`src/hdl/sbg_pkg.sv`:
```
// Shared types, constants and byte helpers for the 8.3 basis name generator.
// No dependencies; imported by every module under hdl.
package sbg_pkg;

    localparam logic [7:0] SPACE_CHAR      = 8'h20;
    localparam logic [7:0] DOT_CHAR        = 8'h2E;
    localparam logic [7:0] UNDERSCORE_CHAR = 8'h5F;
    localparam logic [7:0] LOWER_LO        = 8'h60;
    localparam logic [7:0] LOWER_HI        = 8'h7B;
    localparam logic [7:0] CASE_OFFSET     = 8'h20;

    localparam int          BASE_LEN    = 8;
    localparam int          EXT_LEN     = 3;
    localparam logic [3:0]  BASE_FULL   = 4'd8;
    localparam logic [1:0]  EXT_FULL    = 2'd3;
    localparam logic [63:0] BASE_BLANK  = {BASE_LEN{SPACE_CHAR}};
    localparam logic [23:0] EXT_BLANK   = {EXT_LEN{SPACE_CHAR}};

    // Queue between front and back
    localparam int QUEUE_DEPTH = 2;
    localparam int QUEUE_PTR_W = $clog2(QUEUE_DEPTH);
    localparam int QUEUE_CNT_W = $clog2(QUEUE_DEPTH + 1);

    typedef struct packed {
        logic [7:0] char_code;
        logic       is_last;
    } in_item_t;

    typedef struct packed {
        logic [63:0] base_name;
        logic [23:0] extension;
    } out_item_t;

    // Classified byte as it travels from front to back
    typedef struct packed {
        logic       is_space;
        logic       is_dot;
        logic [7:0] base_char;
        logic [7:0] ext_char;
        logic       is_last;
    } class_item_t;

    function automatic logic [7:0] upper_byte(input logic [7:0] b);
        logic [7:0] r;
        r = ((b > LOWER_LO) && (b < LOWER_HI)) ? (b - CASE_OFFSET) : b;
        return r;
    endfunction

    function automatic logic is_punct(input logic [7:0] b);
        logic r;
        case (b)
            8'h21, 8'h23, 8'h24, 8'h25, 8'h26,
            8'h27, 8'h28, 8'h29, 8'h40, 8'h5E,
            8'h5F, 8'h60, 8'h7B, 8'h7D, 8'h7E: r = 1'b1;
            default:                           r = 1'b0;
        endcase
        return r;
    endfunction

endpackage

```
`src/hdl/sbg_front.sv`:
```
// Front end: accept name bytes and classify them for the back end.
// Depends on sbg_pkg.
module sbg_front (
    input  logic                in_valid,
    output logic                in_stall,
    input  sbg_pkg::in_item_t   in_data,
    input  logic                queue_full,
    output logic                push,
    output sbg_pkg::class_item_t push_data
);
    import sbg_pkg::*;

    assign in_stall = queue_full;
    assign push     = in_valid && !queue_full;

    always_comb
    begin
        push_data.is_space  = (in_data.char_code == SPACE_CHAR);
        push_data.is_dot    = (in_data.char_code == DOT_CHAR);
        push_data.base_char = is_punct(in_data.char_code) ? UNDERSCORE_CHAR
                                                          : upper_byte(in_data.char_code);
        push_data.ext_char  = upper_byte(in_data.char_code);
        push_data.is_last   = in_data.is_last;
    end

endmodule

```
`src/hdl/sbg_queue.sv`:
```
// Short register queue decoupling the front and back ends.
// Depends on sbg_pkg.
module sbg_queue (
    input  logic                 clk,
    input  logic                 rst_n,
    input  logic                 push,
    input  sbg_pkg::class_item_t push_data,
    output logic                 full,
    input  logic                 pop,
    output logic                 pop_valid,
    output sbg_pkg::class_item_t pop_data
);
    import sbg_pkg::*;

    class_item_t             entry_reg [QUEUE_DEPTH];
    logic [QUEUE_PTR_W-1:0]  wr_ptr_reg, wr_ptr_next;
    logic [QUEUE_PTR_W-1:0]  rd_ptr_reg, rd_ptr_next;
    logic [QUEUE_CNT_W-1:0]  count_reg, count_next;

    assign full      = (count_reg == QUEUE_CNT_W'(QUEUE_DEPTH));
    assign pop_valid = (count_reg != '0);
    assign pop_data  = entry_reg[rd_ptr_reg];

    always_comb
    begin
        wr_ptr_next = push ? wr_ptr_reg + 1'b1 : wr_ptr_reg;
        rd_ptr_next = pop  ? rd_ptr_reg + 1'b1 : rd_ptr_reg;
        count_next  = count_reg;
        if (push && !pop)
        begin
            count_next = count_reg + 1'b1;
        end
        else if (pop && !push)
        begin
            count_next = count_reg - 1'b1;
        end
    end

    always_ff @(posedge clk or negedge rst_n)
    begin
        if (!rst_n)
        begin
            wr_ptr_reg <= '0;
            rd_ptr_reg <= '0;
            count_reg  <= '0;
        end
        else
        begin
            wr_ptr_reg <= wr_ptr_next;
            rd_ptr_reg <= rd_ptr_next;
            count_reg  <= count_next;
        end
    end

    always_ff @(posedge clk)
    begin
        if (push)
        begin
            entry_reg[wr_ptr_reg] <= push_data;
        end
    end

`ifndef NO_ASSERTIONS
    a_no_overflow: assert property (@(posedge clk) disable iff (!rst_n)
        push |-> !full)
        else $error("queue push while full");
    a_no_underflow: assert property (@(posedge clk) disable iff (!rst_n)
        pop |-> pop_valid)
        else $error("queue pop while empty");
    a_count_range: assert property (@(posedge clk) disable iff (!rst_n)
        count_reg <= QUEUE_CNT_W'(QUEUE_DEPTH))
        else $error("queue count out of range");
`endif

endmodule

```
`src/hdl/sbg_back.sv`:
```
// Back end: build base and extension from classified bytes, hold the result.
// Depends on sbg_pkg.
module sbg_back (
    input  logic                 clk,
    input  logic                 rst_n,
    input  logic                 pop_valid,
    input  sbg_pkg::class_item_t pop_data,
    output logic                 pop,
    output logic                 out_valid,
    input  logic                 out_stall,
    output sbg_pkg::out_item_t   out_data
);
    import sbg_pkg::*;

    logic        skip_reg, skip_next;
    logic        base_done_reg, base_done_next;
    logic [3:0]  base_count_reg, base_count_next;
    logic [63:0] base_reg, base_next;
    logic        ext_open_reg, ext_open_next;
    logic [1:0]  ext_count_reg, ext_count_next;
    logic [23:0] ext_reg, ext_next;
    logic        out_valid_reg, out_valid_next;
    out_item_t   out_data_reg;

    logic        step_skip, step_base_done, step_ext_open, consumed, finish;
    logic [3:0]  step_base_count;
    logic [63:0] step_base;
    logic [1:0]  step_ext_count;
    logic [23:0] step_ext;

    // Take a byte unless it ends a name while a finished name waits and cannot leave
    assign pop       = pop_valid && (!pop_data.is_last || !out_valid_reg || !out_stall);
    assign finish    = pop && pop_data.is_last;
    assign out_valid = out_valid_reg;
    assign out_data  = out_data_reg;

    always_comb
    begin
        step_skip       = skip_reg;
        step_base_done  = base_done_reg;
        step_base_count = base_count_reg;
        step_base       = base_reg;
        step_ext_open   = ext_open_reg;
        step_ext_count  = ext_count_reg;
        step_ext        = ext_reg;
        consumed        = 1'b0;

        if (pop)
        begin
            if (skip_reg)
            begin
                if (pop_data.is_space || pop_data.is_dot)
                begin
                    consumed = 1'b1;
                end
                else
                begin
                    step_skip = 1'b0;
                end
            end
            if (!consumed)
            begin
                if (!base_done_reg)
                begin
                    if (pop_data.is_dot)
                    begin
                        step_base_done = 1'b1;
                        step_ext_open  = 1'b1;
                        step_ext_count = '0;
                        step_ext       = EXT_BLANK;
                    end
                    else if (!pop_data.is_space)
                    begin
                        for (int i = 0; i < BASE_LEN; i++)
                        begin
                            if (base_count_reg[2:0] == 3'(i))
                            begin
                                step_base[(BASE_LEN-1-i)*8 +: 8] = pop_data.base_char;
                            end
                        end
                        step_base_count = base_count_reg + 1'b1;
                        if (step_base_count >= BASE_FULL)
                        begin
                            step_base_count = BASE_FULL;
                            step_base_done  = 1'b1;
                        end
                    end
                end
                else if (pop_data.is_dot)
                begin
                    // A later dot restarts the extension
                    step_ext_open  = 1'b1;
                    step_ext_count = '0;
                    step_ext       = EXT_BLANK;
                end
                else if (ext_open_reg && (ext_count_reg < EXT_FULL))
                begin
                    for (int j = 0; j < EXT_LEN; j++)
                    begin
                        if (ext_count_reg == 2'(j))
                        begin
                            step_ext[(EXT_LEN-1-j)*8 +: 8] = pop_data.ext_char;
                        end
                    end
                    step_ext_count = ext_count_reg + 1'b1;
                end
            end
        end

        if (finish)
        begin
            skip_next       = 1'b1;
            base_done_next  = 1'b0;
            base_count_next = '0;
            base_next       = BASE_BLANK;
            ext_open_next   = 1'b0;
            ext_count_next  = '0;
            ext_next        = EXT_BLANK;
        end
        else
        begin
            skip_next       = step_skip;
            base_done_next  = step_base_done;
            base_count_next = step_base_count;
            base_next       = step_base;
            ext_open_next   = step_ext_open;
            ext_count_next  = step_ext_count;
            ext_next        = step_ext;
        end

        out_valid_next = out_valid_reg;
        if (out_valid_reg && !out_stall)
        begin
            out_valid_next = 1'b0;
        end
        if (finish)
        begin
            out_valid_next = 1'b1;
        end
    end

    always_ff @(posedge clk or negedge rst_n)
    begin
        if (!rst_n)
        begin
            skip_reg       <= 1'b1;
            base_done_reg  <= 1'b0;
            base_count_reg <= '0;
            base_reg       <= BASE_BLANK;
            ext_open_reg   <= 1'b0;
            ext_count_reg  <= '0;
            ext_reg        <= EXT_BLANK;
            out_valid_reg  <= 1'b0;
        end
        else
        begin
            skip_reg       <= skip_next;
            base_done_reg  <= base_done_next;
            base_count_reg <= base_count_next;
            base_reg       <= base_next;
            ext_open_reg   <= ext_open_next;
            ext_count_reg  <= ext_count_next;
            ext_reg        <= ext_next;
            out_valid_reg  <= out_valid_next;
        end
    end

    always_ff @(posedge clk)
    begin
        if (finish)
        begin
            out_data_reg.base_name <= step_base;
            out_data_reg.extension <= step_ext;
        end
    end

`ifndef NO_ASSERTIONS
    a_count_bound: assert property (@(posedge clk) disable iff (!rst_n)
        base_count_reg <= BASE_FULL)
        else $error("base count beyond eight");
    a_full_means_done: assert property (@(posedge clk) disable iff (!rst_n)
        (base_count_reg == BASE_FULL) |-> base_done_reg)
        else $error("base full but not finished");
    a_reset_after_name: assert property (@(posedge clk) disable iff (!rst_n)
        finish |=> (skip_reg && !base_done_reg && !ext_open_reg && out_valid_reg))
        else $error("state not cleared after last byte");
`endif

endmodule

```
`src/hdl/short_name_basis_generator_unit.sv`:
```
// 8.3 basis name generator: one long-name byte per transaction, one result per name.
// The last byte of a name passes the queue; the name is registered when it is popped.
// Throughput: one byte per cycle unless the queue is full, set by the back end update;
// the two-entry queue and the output register let input continue while a result waits.
// Reset (rst_n low, asynchronous): queue empty, no result pending, name state blank.
// Depends on sbg_pkg, sbg_front, sbg_queue, sbg_back.
module short_name_basis_generator_unit (
    input  logic               clk,
    input  logic               rst_n,
    input  logic               in_valid,
    output logic               in_stall,
    input  sbg_pkg::in_item_t  in_data,
    output logic               out_valid,
    input  logic               out_stall,
    output sbg_pkg::out_item_t out_data
);
    import sbg_pkg::*;

    // Front to queue
    logic        push;
    class_item_t push_data;
    logic        queue_full;

    // Queue to back
    logic        pop;
    logic        pop_valid;
    class_item_t pop_data;

    // Classify each accepted byte: space, dot, base form and extension form
    sbg_front u_front (
        .in_valid   (in_valid),
        .in_stall   (in_stall),
        .in_data    (in_data),
        .queue_full (queue_full),
        .push       (push),
        .push_data  (push_data)
    );

    // Hold classified bytes while the back end waits on a stalled result
    sbg_queue u_queue (
        .clk       (clk),
        .rst_n     (rst_n),
        .push      (push),
        .push_data (push_data),
        .full      (queue_full),
        .pop       (pop),
        .pop_valid (pop_valid),
        .pop_data  (pop_data)
    );

    // Advance the base/extension state one byte per cycle unless a last byte waits on a
    // stalled result; drop leading spaces and dots, register the finished name on the last byte
    sbg_back u_back (
        .clk       (clk),
        .rst_n     (rst_n),
        .pop_valid (pop_valid),
        .pop_data  (pop_data),
        .pop       (pop),
        .out_valid (out_valid),
        .out_stall (out_stall),
        .out_data  (out_data)
    );

endmodule

```
`config.mk`:
```
export PLATFORM = sky130hd
export DESIGN_NAME = short_name_basis_generator_unit
export DESIGN_NICKNAME = d
export VERILOG_FILES = /design/src/hdl/sbg_pkg.sv /design/src/hdl/sbg_front.sv /design/src/hdl/sbg_queue.sv /design/src/hdl/sbg_back.sv /design/src/hdl/short_name_basis_generator_unit.sv
export SDC_FILE = /design/constraint.sdc
export NUM_CORES = 1
export LEC_CHECK = 0
export BUFFER_PORTS_ARGS = -buffer_cell sky130_fd_sc_hd__buf_2
export CAP_MARGIN = 5
export CORE_ASPECT_RATIO = 1.2
export CORE_MARGIN = 5
export CORE_UTILIZATION = 58
export CTS_CLUSTER_DIAMETER = 40
export DETAILED_ROUTE_END_ITERATION = 12
export PLACE_DENSITY_LB_ADDON = 0.25
export SYNTH_ARGS = -nofsm -noshare
export SYNTH_HDL_FRONTEND = slang
export SYNTH_SLANG_ARGS = --single-unit
```
`constraint.sdc`:
```
create_clock -name clk -period 4.69 [get_ports clk]
set_input_delay 0 -clock clk [delete_from_list [all_inputs] [get_ports clk]]
set_output_delay 0 -clock clk [all_outputs]
set_load 0.02 [all_outputs]
```
==> impl_metrics.csv, run 1 <==
group,metric,value,unit
placed_design,dp_worst_setup_slack,1710,ps
pwr,power_switching_share,37.0,%
detailed_routing,postRouteAntennaNets,0,
cts,cts_inserted_buffers,25,
cts,cts_buffer_depth,3,
sta,hold_viol,0,
synth,synth_enable_flop_cells,126,
floorplanning,dieArea,19000,µm²
detailed_routing,remaining_drc_errors,0,
sta,worst-slew-pin-transition,1040,ps
grt,grt_max_degree,97,
floorplanning,core-area,16100,µm²
detailed_routing,avgViaCountPerCell,5.95,
sta,slew-limit-headroom,30.5,%
grt,grt_first_pass_wirelength,33100,µm
floorplanning,chipWidth,127,µm
cts,tritoncts_clock_tree,"done",
status,status,"finished, final reports clean",
setup_path,worst_setup_path_start_kind,"flip-flop",
grt,grt_util_all_layers,21.7,%
sta,timing.hold.ws,65.2,ps
setup_path,cp_data_arrival_time,3170,ps
setup_path,kind_of_critical_path,"reg -> reg",
final_layout,final_cell_mix,"126 x sky130_fd_sc_hd__edfxtp_1, 121 x sky130_fd_sc_hd__nor3_1, 101 x sky130_fd_sc_hd__buf_2",
sta,period_needed,3020,ps
pwr,p_sw,2.62,mW
pwr,vdd_ir_drop_max,0.000405,V
cts,clk-insertion-delay-late,510,ps
grt,antenna_found_initial,0,
sta,grt_setup_unrepaired,"no",
final_layout,finalCoreUtilization,68.5,%
synth,yosysSeqAreaShare,67.0,%
floorplanning,die_height,150,µm
synth,yosys_most_used_dff,"sky130_fd_sc_hd__edfxtp_1",
floorplanning,row_count,51,
placed_design,buffer_ports.inserted,102,
pwr,power,7.10,mW
setup_path,crit_path_start,"u_queue.rd_ptr_reg",
detailed_routing,routed-via-count,6475,
synth,postSynthCellCount,762,
cts,clock_transition_time_at_the_flip_flop_clock_pins_of_the_worst_setup_and_hold_paths,60,ps
final_layout,num-nets-final,883,
sta,max_clock_freq,331,MHz
final_layout,largest_register_ff_count,88,
final_layout,layout_commonest_cell,"sky130_fd_sc_hd__edfxtp_1",
cts,number_of_sinks_on_the_clock_net,228,
synth,avgSynthCellArea,12.4,µm²
detailed_routing,detailedRoute.firstIterationViolations,619,
detailed_routing,wl,20500,µm
final_layout,stdcell_area,11100,µm²
sta,final.setup.worst_slack,1670,ps
floorplanning,design.portCount,103,
cts,htree_levels,1,
placed_design,dp_cells,1030,
pwr,power_density,642,nW/µm²
cts,clockRootBuffer,"sky130_fd_sc_hd__clkbuf_16",
sta,total_neg_setup_slack,0,ps
synth,syn-num-nets,788,
final_layout,instances_no_fill,1088,
sta,finClkSkew,15.2,ps
placed_design,post-dp-hpwl,13400,µm
pwr,power_frac_clock,27.2,%
placed_design,dpl_cell_area,10100,µm²
floorplanning,initial_utilization,58.7,%
setup_path,critical_path.max_fanout,96,
synth,mappedNetlistArea,9480,µm²
pwr,leakagePower,4.39,nW
detailed_routing,detailedRoute.firstPassIterationCount,7,
worst_hold_path,hold_path.class,"in -> async",
setup_path,cp-end-kind,"flip-flop",
sta,final_max_slew_viol_count,0,
pwr,power_frac_comb,31.3,%
synth,syn_warnings,0,
synth,ys_seq_elements,228,
grt,vias_in_the_first_global_route,6493,
detailed_routing,wl_per_cell,18.9,µm
final_layout,fraction_of_layout_instances_using_a_drive_strength_above_1,19.6,%
flow_run,maxCapViolations,0,
sta,post-route-period-util,64.3,%
setup_path,cp.required,4840,ps
final_layout,layout-area-overhead-vs-synth,16.6,%
final_layout,final.fill_count,1149,
synth,number_of_distinct_standard_cells_referenced_by_the_synthesized_netlist,58,
synth,async_flop_share,44.7,%
placed_design,gp_congestion,0.901,
pwr,seq_power_share,41.5,%
sta,final-setup-viol-count,0,
pwr,internal-power,4.47,mW
grt,overflow,0,
final_layout,insertedDiodeCount,0,
setup_path,crit-reg2reg-launch,"u_queue.rd_ptr_reg",
==> cell type report <==
cell class,count,area (µm²),share of cell area [%]
clock buffers,36,739,6.69
clock inverters,10,101,0.917
inverters,16,62.6,0.566
multi-input cells,467,2850,25.8
flip-flops and latches,228,6350,57.5
well taps,212,265,2.40
repair buffers,119,683,6.18
==> cells by family after synthesis <==
logic type / Yosys count / synth area share [%]
XOR/XNOR: 7 / 0.647
AO/OA/AOI/OAI: 150 / 11.0
multiplexers: 21 / 2.42
AND/OR/NAND/NOR: 276 / 14.2
buffers and inverters: 67 / 3.08
flip-flops: 228 / 67.0
adder cells (fa/ha/maj): 13 / 1.72
==> cell usage after synthesis (2+ instances only) <==
master,n,area (µm²)
sky130_fd_sc_hd__o211ai_1,4,30.0
sky130_fd_sc_hd__a21o_1,2,15.0
sky130_fd_sc_hd__o31ai_1,2,15.0
sky130_fd_sc_hd__o21ai_0,7,35.0
sky130_fd_sc_hd__a2bb2oi_1,6,52.6
sky130_fd_sc_hd__o41ai_1,4,35.0
sky130_fd_sc_hd__and2_1,6,37.5
sky130_fd_sc_hd__buf_6,3,33.8
sky130_fd_sc_hd__o311ai_0,2,17.5
sky130_fd_sc_hd__nand2_1,16,60.1
sky130_fd_sc_hd__xor2_1,3,26.3
sky130_fd_sc_hd__mux2_1,8,90.1
sky130_fd_sc_hd__dfrtp_1,90,2250
sky130_fd_sc_hd__xnor2_1,4,35.0
sky130_fd_sc_hd__clkbuf_1,30,113
sky130_fd_sc_hd__ha_1,13,163
sky130_fd_sc_hd__buf_1,4,15.0
sky130_fd_sc_hd__buf_2,12,60.1
sky130_fd_sc_hd__nand3b_1,6,45.0
sky130_fd_sc_hd__mux2i_1,9,90.1
sky130_fd_sc_hd__or4_1,2,15.0
sky130_fd_sc_hd__edfxtp_1,126,3780
sky130_fd_sc_hd__a32o_1,21,210
sky130_fd_sc_hd__or3_1,4,25.0
sky130_fd_sc_hd__a21oi_1,68,340
sky130_fd_sc_hd__dfstp_2,12,315
sky130_fd_sc_hd__nor2b_1,5,31.3
sky130_fd_sc_hd__and4_1,3,26.3
sky130_fd_sc_hd__inv_1,14,52.6
sky130_fd_sc_hd__nand3_1,8,40.0
sky130_fd_sc_hd__o2bb2ai_1,21,184
sky130_fd_sc_hd__nand4_1,3,18.8
sky130_fd_sc_hd__mux2_2,3,33.8
sky130_fd_sc_hd__nor2_1,87,327
sky130_fd_sc_hd__nand2b_1,5,31.3
sky130_fd_sc_hd__inv_2,2,7.51
sky130_fd_sc_hd__clkbuf_2,2,10.0
sky130_fd_sc_hd__o21ai_1,5,25.0
sky130_fd_sc_hd__nor3_1,121,606
==> power groups by stage <==
stage | clock [mW] | sequential (mW) | combinational, mW
after floorplan | 0 | 3.29 | 1.25
after global placement | 0 | 2.96 | 2.15
after detailed placement | 0 | 2.97 | 2.21
after CTS | 1.97 | 2.95 | 2.22
after global routing | 2.07 | 2.99 | 2.40
final | 1.93 | 2.94 | 2.22
==> worst max-delay path, stage by stage (launching register included) <==
cell                      delay [ps]
sky130_fd_sc_hd__dfrtp_1        1030
sky130_fd_sc_hd__mux2_4          370
sky130_fd_sc_hd__nand3_1         160
sky130_fd_sc_hd__inv_4           550
sky130_fd_sc_hd__buf_12          430
==> layer usage <==
| layer | global-route usage [%] | wire length [µm] |
|---|---|---|
| met5 | 0 | 0 |
| met1 | 27.7 | 7970 |
| met4 | 7.40 | 513 |
| met3 | 3.50 | 1390 |
| met2 | 37.7 | 10700 |
==> final timing paths <==
path | to | slack (ps) | depth (start not counted)
worst max-delay path | u_back.out_data[39] | 1670 | 4
worst min-delay path | u_back.ext_reg[14] | 70 | 2
worst max register to register | u_back.out_data[39] | 1670 | 4
worst min register to register | u_back.skip_reg | 480 | 2
max in group asynchronous | u_queue.wr_ptr_reg | 3460 | 3
min in group clk | u_queue.entry_reg[1][0] | 260 | 2
==> what timing repair did <==
action | in CTS | in global routing
buffers inserted | 0 | 0
hold endpoints to repair | 93 | 0
hold buffers | 12 | 0
resized for setup | 0 | 0
Note: power is estimated with default switching activity, not from simulation.
==> run 2: changes to the inputs <==
CORE_UTILIZATION = 53   (was 58)
clock period = 2.7 ns   (was 4.69 ns; I/O delays follow)
==> run 2 against run 1 <==
Fmax up 26%. Sequential power up 70%. Final area rose by 1.6%. Die area grew 8.7%. Clock-buffer cell count fell by 6. First-iteration DRC count up 9.9%. Worst hold slack gained 140 ps. Setup slack worse by 1400 ps. Combinational power up 89%. Clock power up 83%.
==> impl_metrics.csv, run 2 (synthesis results as in run 1) <==
group,metric,value,unit
setup_path,critical_path.cell_chain,"or3_1 -> a221o_2 -> buf_4 -> nor3_1 -> nor2_1",
final_layout,fraction_of_layout_instances_using_a_drive_strength_above_1,20.9,%
flow_run,maxCapViolations,0,
final_layout,multi_input_area,2850,µm²
detailed_routing,wl_per_cell,19.3,µm
status,status,"finished, final reports clean",
grt,grt_first_pass_wirelength,34400,µm
setup_path,crit-reg2reg-launch,"u_queue.rd_ptr_reg",
cts,number_of_sinks_on_the_clock_net,228,
worst_hold_path,hold_path.class,"in -> async",
cts,htree_levels,1,
sta,total_neg_setup_slack,0,ps
setup_path,kind_of_critical_path,"reg -> reg",
detailed_routing,routed-via-count,6586,
pwr,power_density,1130,nW/µm²
setup_path,critical_path.max_stage_delay,490,ps
placed_design,gp_congestion,0.850,
final_layout,final_cell_mix,"126 x sky130_fd_sc_hd__edfxtp_1, 121 x sky130_fd_sc_hd__nor3_1, 101 x sky130_fd_sc_hd__buf_2",
floorplanning,design.portCount,103,
setup_path,critical_path.max_fanout,70,
floorplanning,dieArea,20700,µm²
setup_path,worst-path-buf-inv,1,
floorplanning,initial_utilization,53.9,%
grt,grt_max_degree,83,
setup_path,critical-path-slowest-cell,"sky130_fd_sc_hd__or3_1",
detailed_routing,remaining_drc_errors,0,
final_layout,largest_register_ff_count,88,
setup_path,crit_path_start,"u_queue.rd_ptr_reg",
placed_design,post-dp-hpwl,14000,µm
pwr,leakagePower,4.47,nW
sta,timing.hold.ws,201,ps
detailed_routing,wl_met2,10800,µm
cts,tritoncts_clock_tree,"done",
cts,setup_buffers_after_cts,0,
setup_path,cp-end-kind,"flip-flop",
sta,final_max_slew_viol_count,0,
final_layout,sequential_cell_area,6350,µm²
grt,grt_util_all_layers,20.3,%
cts,clock_transition_time_at_the_flip_flop_clock_pins_of_the_worst_setup_and_hold_paths,60,ps
pwr,vdd_ir_drop_max,0.000798,V
cts,post_cts_resized,0,
cts,cts_buffer_depth,3,
grt,antenna_found_initial,0,
final_layout,final.fill_count,1323,
placed_design,dpl_cell_area,10200,µm²
floorplanning,chipWidth,132,µm
final_layout,stdcell_area,11200,µm²
sta,post-route-period-util,88.4,%
floorplanning,row_count,53,
setup_path,cp_data_arrival_time,2630,ps
sta,slew-limit-headroom,28.3,%
grt,overflow,0,
sta,finClkSkew,23.9,ps
detailed_routing,avgViaCountPerCell,5.93,
final_layout,num-nets-final,897,
detailed_routing,detailedRoute.firstIterationViolations,680,
cts,clk-insertion-delay-late,520,ps
detailed_routing,wl_met1,8620,µm
sta,worst-slew-pin-transition,1080,ps
cts,clockRootBuffer,"sky130_fd_sc_hd__clkbuf_16",
setup_path,path_delay_family,"simple AND/OR/NAND/NOR gates",
grt,vias_in_the_first_global_route,6533,
detailed_routing,topRoutingLayerUsed,"met4",
final_layout,layout-area-overhead-vs-synth,18.5,%
floorplanning,core-area,17600,µm²
cts,cts_inserted_buffers,26,
sta,grt_setup_unrepaired,"no",
setup_path,worst_setup_path_start_kind,"flip-flop",
sta,hold_viol,0,
setup_path,cp.required,2950,ps
detailed_routing,postRouteAntennaNets,0,
floorplanning,die_height,157,µm
detailed_routing,met3_wirelength,1400,µm
sta,max_clock_freq,419,MHz
detailed_routing,detailedRoute.firstPassIterationCount,5,
placed_design,buffer_ports.inserted,102,
sta,final-setup-viol-count,0,
final_layout,insertedDiodeCount,0,
final_layout,layout_commonest_cell,"sky130_fd_sc_hd__edfxtp_1",
pwr,power,12.7,mW
sta,period_needed,2390,ps
detailed_routing,wl,21400,µm
==> run 2: changes by cell type in the layout (fill, tap and decap cells not counted), moves of 2 or more <==
cell / change
sky130_fd_sc_hd__clkbuf_1: -3
sky130_fd_sc_hd__buf_12: +2
sky130_fd_sc_hd__buf_4: +11
sky130_fd_sc_hd__bufinv_16: +2
sky130_fd_sc_hd__clkinv_1: +2
sky130_fd_sc_hd__clkinvlp_4: +2
sky130_fd_sc_hd__clkbuf_8: -2
sky130_fd_sc_hd__inv_8: +2
==> run 2: path summary, 6_finish.rpt <==
check	slack, ps	end	cells after the start
min reg2reg	470	u_back.skip_reg	2
max reg2reg	310	u_back.out_data[31]	5
max in group asynchronous	1670	u_back.base_reg[2]	3
max	310	u_back.out_data[31]	5
min	200	u_back.ext_reg[0]	2
min in group clk	250	u_queue.entry_reg[0][0]	2
==> run 2: routing by layer <==
layer	vias up	track usage (%)
li1	3070	-
met1	3234	26.6
met2	245	34.6
met3	37	3.34
met4	0	6.66
met5	-	0
==> run 2: final cells by class <==
class / instances / area share (%)
Clock inverter: 17 / 1.86
Tap cell: 220 / 2.45
Sequential cell: 228 / 56.6
Inverter: 16 / 0.557
Clock buffer: 30 / 6.02
Timing Repair Buffer: 132 / 7.18
Multi-Input combinational cell: 467 / 25.4
==> run 2: power breakdown <==
group / switching, mW / leakage [nW] / internal [mW]
registers: 0.277 / 2.54 / 4.74
logic: 3.05 / 1.50 / 1.14
clock network: 1.41 / 0.426 / 2.12
total: 4.74 / 4.47 / 7.99
==> run 2: through the flow <==
stage | util, % | setup WS (ps) | instances
after floorplan | - | 128 | 762
after global placement | 58.2 | 392 | 1051
after detailed placement | 58.2 | 353 | 1051
after CTS | 63.9 | 332 | 1110
after global routing | 63.9 | 175 | 1110
final | 63.9 | 314 | 1110
==> run 2: worst register-to-register path, delay by kind of cell, from the launching register on <==
family / cells / cell delay (ps)
AO/OA/AOI/OAI: 1 / 380
buffers and inverters: 1 / 350
flip-flops: 1 / 440
AND/OR/NAND/NOR: 3 / 950
==> run 2: what timing repair did <==
item                                    CTS  global route
endpoints found under the hold margin   108             0
endpoints found under the setup margin    0             0
hold buffers                             12             0
==> run 3: changes to the inputs <==
ABC_AREA = 1   (was not set)
==> run 3 against run 2 <==
Final area grew 4.7%. Routed wire length shrank 3.6%. Synthesized cell count grew 30%. Cell count grew 24%. Via count grew 3.1%. Setup slack gained 60 ps. Global-route usage shrank 0.77 points. Combinational power is essentially flat. Sequential power grew 1%. Power grew 3.0%. Worst hold slack gained 20 ps. Utilization grew 0.79 points.
==> impl_metrics.csv, run 3 <==
group,metric,value,unit
status,status,"finished, final reports clean",
detailed_routing,detailedRoute.firstPassIterationCount,5,
sta,finClkSkew,11.6,ps
setup_path,worstRegToRegCells,9,
detailed_routing,detailedRoute.firstIterationViolations,475,
floorplanning,initial_utilization,53.9,%
worst_hold_path,hold_depth,2,
synth,ys_seq_elements,228,
synth,yosys_most_used_dff,"sky130_fd_sc_hd__edfxtp_1",
sta,total_neg_setup_slack,0,ps
setup_path,kind_of_critical_path,"reg -> reg",
sta,post-route-period-util,86.1,%
detailed_routing,remaining_drc_errors,0,
synth,synth_top_cells_by_area,"sky130_fd_sc_hd__edfxtp_1 39%, sky130_fd_sc_hd__dfrtp_1 23%, sky130_fd_sc_hd__nand2_1 11%, sky130_fd_sc_hd__inv_1 7.0%, sky130_fd_sc_hd__nand3_1 3.6%",
synth,synthDominantAreaCellType,"sky130_fd_sc_hd__edfxtp_1",
final_layout,num-nets-final,1153,
worst_hold_path,hold_path.class,"in -> reg",
sta,slew-limit-headroom,59.4,%
synth,avgSynthCellArea,9.89,µm²
setup_path,rrSetupSlack,370,ps
worst_hold_path,min_delay_worst_endpoint,"u_queue.entry_reg[1][0]",
pwr,leakagePower,6.01,nW
floorplanning,dieArea,21300,µm²
synth,yosysSeqAreaShare,64.9,%
setup_path,worst_setup_path_start_kind,"flip-flop",
synth,synth_enable_flop_cells,126,
sta,worst-slew-pin-transition,609,ps
setup_path,critical_path.max_fanout,13,
cts,setup_buffers_after_cts,0,
placed_design,gp_congestion,0.809,
pwr,vdd_ir_drop_max,0.000721,V
synth,yosysMostFrequentCell,"sky130_fd_sc_hd__nand2_1",
setup_path,critical_path.cell_chain,"buf_4 -> nand2_1 -> nand2_2 -> nand2_4 -> nor2_2 -> buf_4 -> nand3_1 -> nand2_1 -> inv_1",
detailed_routing,avgViaCountPerCell,4.95,
floorplanning,chipWidth,134,µm
floorplanning,row_count,54,
final_layout,layout_commonest_cell,"sky130_fd_sc_hd__nand2_1",
final_layout,largest_register_ff_count,88,
sta,hold_viol,0,
setup_path,reg2reg_to,"u_back.out_data[72]",
detailed_routing,wl,20600,µm
grt,grt_util_all_layers,19.5,%
final_layout,final_cell_mix,"280 x sky130_fd_sc_hd__nand2_1, 182 x sky130_fd_sc_hd__inv_1, 126 x sky130_fd_sc_hd__edfxtp_1",
setup_path,cp_data_arrival_time,2600,ps
placed_design,buffer_ports.inserted,102,
sta,max_clock_freq,430,MHz
setup_path,critical-path-slowest-cell,"sky130_fd_sc_hd__dfrtp_1",
grt,overflow,0,
synth,syn_warnings,0,
cts,clock_transition_time_at_the_flip_flop_clock_pins_of_the_worst_setup_and_hold_paths,60,ps
sta,final_max_slew_viol_count,0,
cts,cts_inserted_buffers,28,
floorplanning,die_height,159,µm
sta,final-setup-viol-count,0,
detailed_routing,wl_per_cell,15.0,µm
cts,cts_buffer_depth,3,
synth,mappedNetlistArea,9790,µm²
detailed_routing,routed-via-count,6793,
cts,tritoncts_clock_tree,"done",
synth,ys_top_cells_by_count,"280 x sky130_fd_sc_hd__nand2_1, 182 x sky130_fd_sc_hd__inv_1, 126 x sky130_fd_sc_hd__edfxtp_1",
sta,period_needed,2330,ps
synth,number_of_distinct_standard_cells_referenced_by_the_synthesized_netlist,37,
grt,antenna_found_initial,0,
cts,clockRootBuffer,"sky130_fd_sc_hd__clkbuf_16",
setup_path,crit-reg2reg-launch,"u_queue.rd_ptr_reg",
flow_run,maxCapViolations,0,
final_layout,fraction_of_layout_instances_using_a_drive_strength_above_1,17.9,%
final_layout,final.fill_count,1415,
synth,async_flop_share,44.7,%
pwr,power,13.1,mW
setup_path,cp.required,2980,ps
sta,grt_setup_unrepaired,"no",
detailed_routing,postRouteAntennaNets,0,
grt,vias_in_the_first_global_route,6621,
floorplanning,design.portCount,103,
grt,grt_first_pass_wirelength,33900,µm
worst_hold_path,holdCritStartpoint,"in_data[0]",
floorplanning,core-area,18200,µm²
placed_design,post-dp-hpwl,13400,µm
setup_path,cp-end-kind,"flip-flop",
final_layout,insertedDiodeCount,0,
synth,postSynthCellCount,990,
final_layout,layout-area-overhead-vs-synth,20.1,%
synth,syn-num-nets,1016,
cts,clk-insertion-delay-late,520,ps
grt,grt_max_degree,54,
pwr,power_density,1120,nW/µm²
cts,number_of_sinks_on_the_clock_net,228,
synth,yosysTopAreaCellShare,38.7,%
setup_path,critical_path.max_stage_delay,490,ps
cts,htree_levels,1,
run 3: how the worst max path moves through the flow:
| stage | from | to | depth (start not counted) |
|---|---|---|---|
| 2_1_floorplan | u_back.out_valid | u_back.out_data[0] | 6 |
| 3_3_place_gp | u_queue.rd_ptr_reg | u_back.out_data[83] | 9 |
| 3_5_place_dp | u_queue.rd_ptr_reg | u_back.out_data[72] | 9 |
| 4_1_cts | u_queue.rd_ptr_reg | u_back.out_data[83] | 9 |
| 5_1_grt | u_queue.rd_ptr_reg | u_back.out_data[83] | 9 |
| 6_report | u_queue.rd_ptr_reg | u_back.out_data[72] | 9 |
run 3: routing by layer:
metal	up-vias	routed length [µm]	GRT usage, %
met5	-	0	0
li1	3384	-	-
met4	0	421	5.09
met3	33	989	2.88
met2	167	9830	32.2
met1	3209	9390	27.4
run 3: area by class of cell:
class | instances | area [µm²] | share of cell area [%]
sequential | 228 | 6350 | 54.0
multi-input combinational | 552 | 2600 | 22.1
timing repair buffer | 132 | 836 | 7.11
clock buffer | 34 | 764 | 6.50
inverter | 185 | 699 | 5.95
tap | 224 | 280 | 2.38
clock inverter | 18 | 223 | 1.89
run 3: report_power, final:
group	leakage [nW]	internal (mW)	switching [mW]
logic	2.98	1.10	3.12
clock network	0.477	2.42	1.43
registers	2.55	4.75	0.302
total	6.01	8.27	4.85
run 3: repair_timing:
action | in CTS | in global routing
resized for setup | 0 | 0
hold buffers | 14 | 0
endpoints found under the hold margin | 133 | 0
run 3: critical path: cells and delay by family (launching register included):
kind | cells | cell delay [ps]
flops | 1 | 490
simple gates | 6 | 990
buf+inv | 3 | 630
run 3: logic make-up (layout without fill, tap and decap cells):
logic type | Yosys count | after routing | synth area share (%)
buffers and inverters | 210 | 369 | 8.54
muxes | 6 | 6 | 0.614
xor gates and xnor gates | 4 | 4 | 0.358
and+or+nand+nor | 472 | 472 | 20.8
DFF | 228 | 228 | 64.9
adders and majority gates | 13 | 13 | 1.66
AOI/OAI and AO/OA | 57 | 57 | 3.16
run 3: through the flow:
step / area [µm²] / util (%) / instances / hold WS [ps] / setup WS (ps)
after global routing: 11800 / 64.7 / 1373 / 215 / 178
after detailed placement: 10600 / 58.5 / 1307 / -7.01 / 402
after CTS: 11800 / 64.7 / 1373 / 190 / 387
after global placement: 10600 / 58.5 / 1307 / -16.6 / 468
final: 11800 / 64.7 / 1373 / 221 / 374
after floorplan: 9790 / - / 990 / -296 / 428
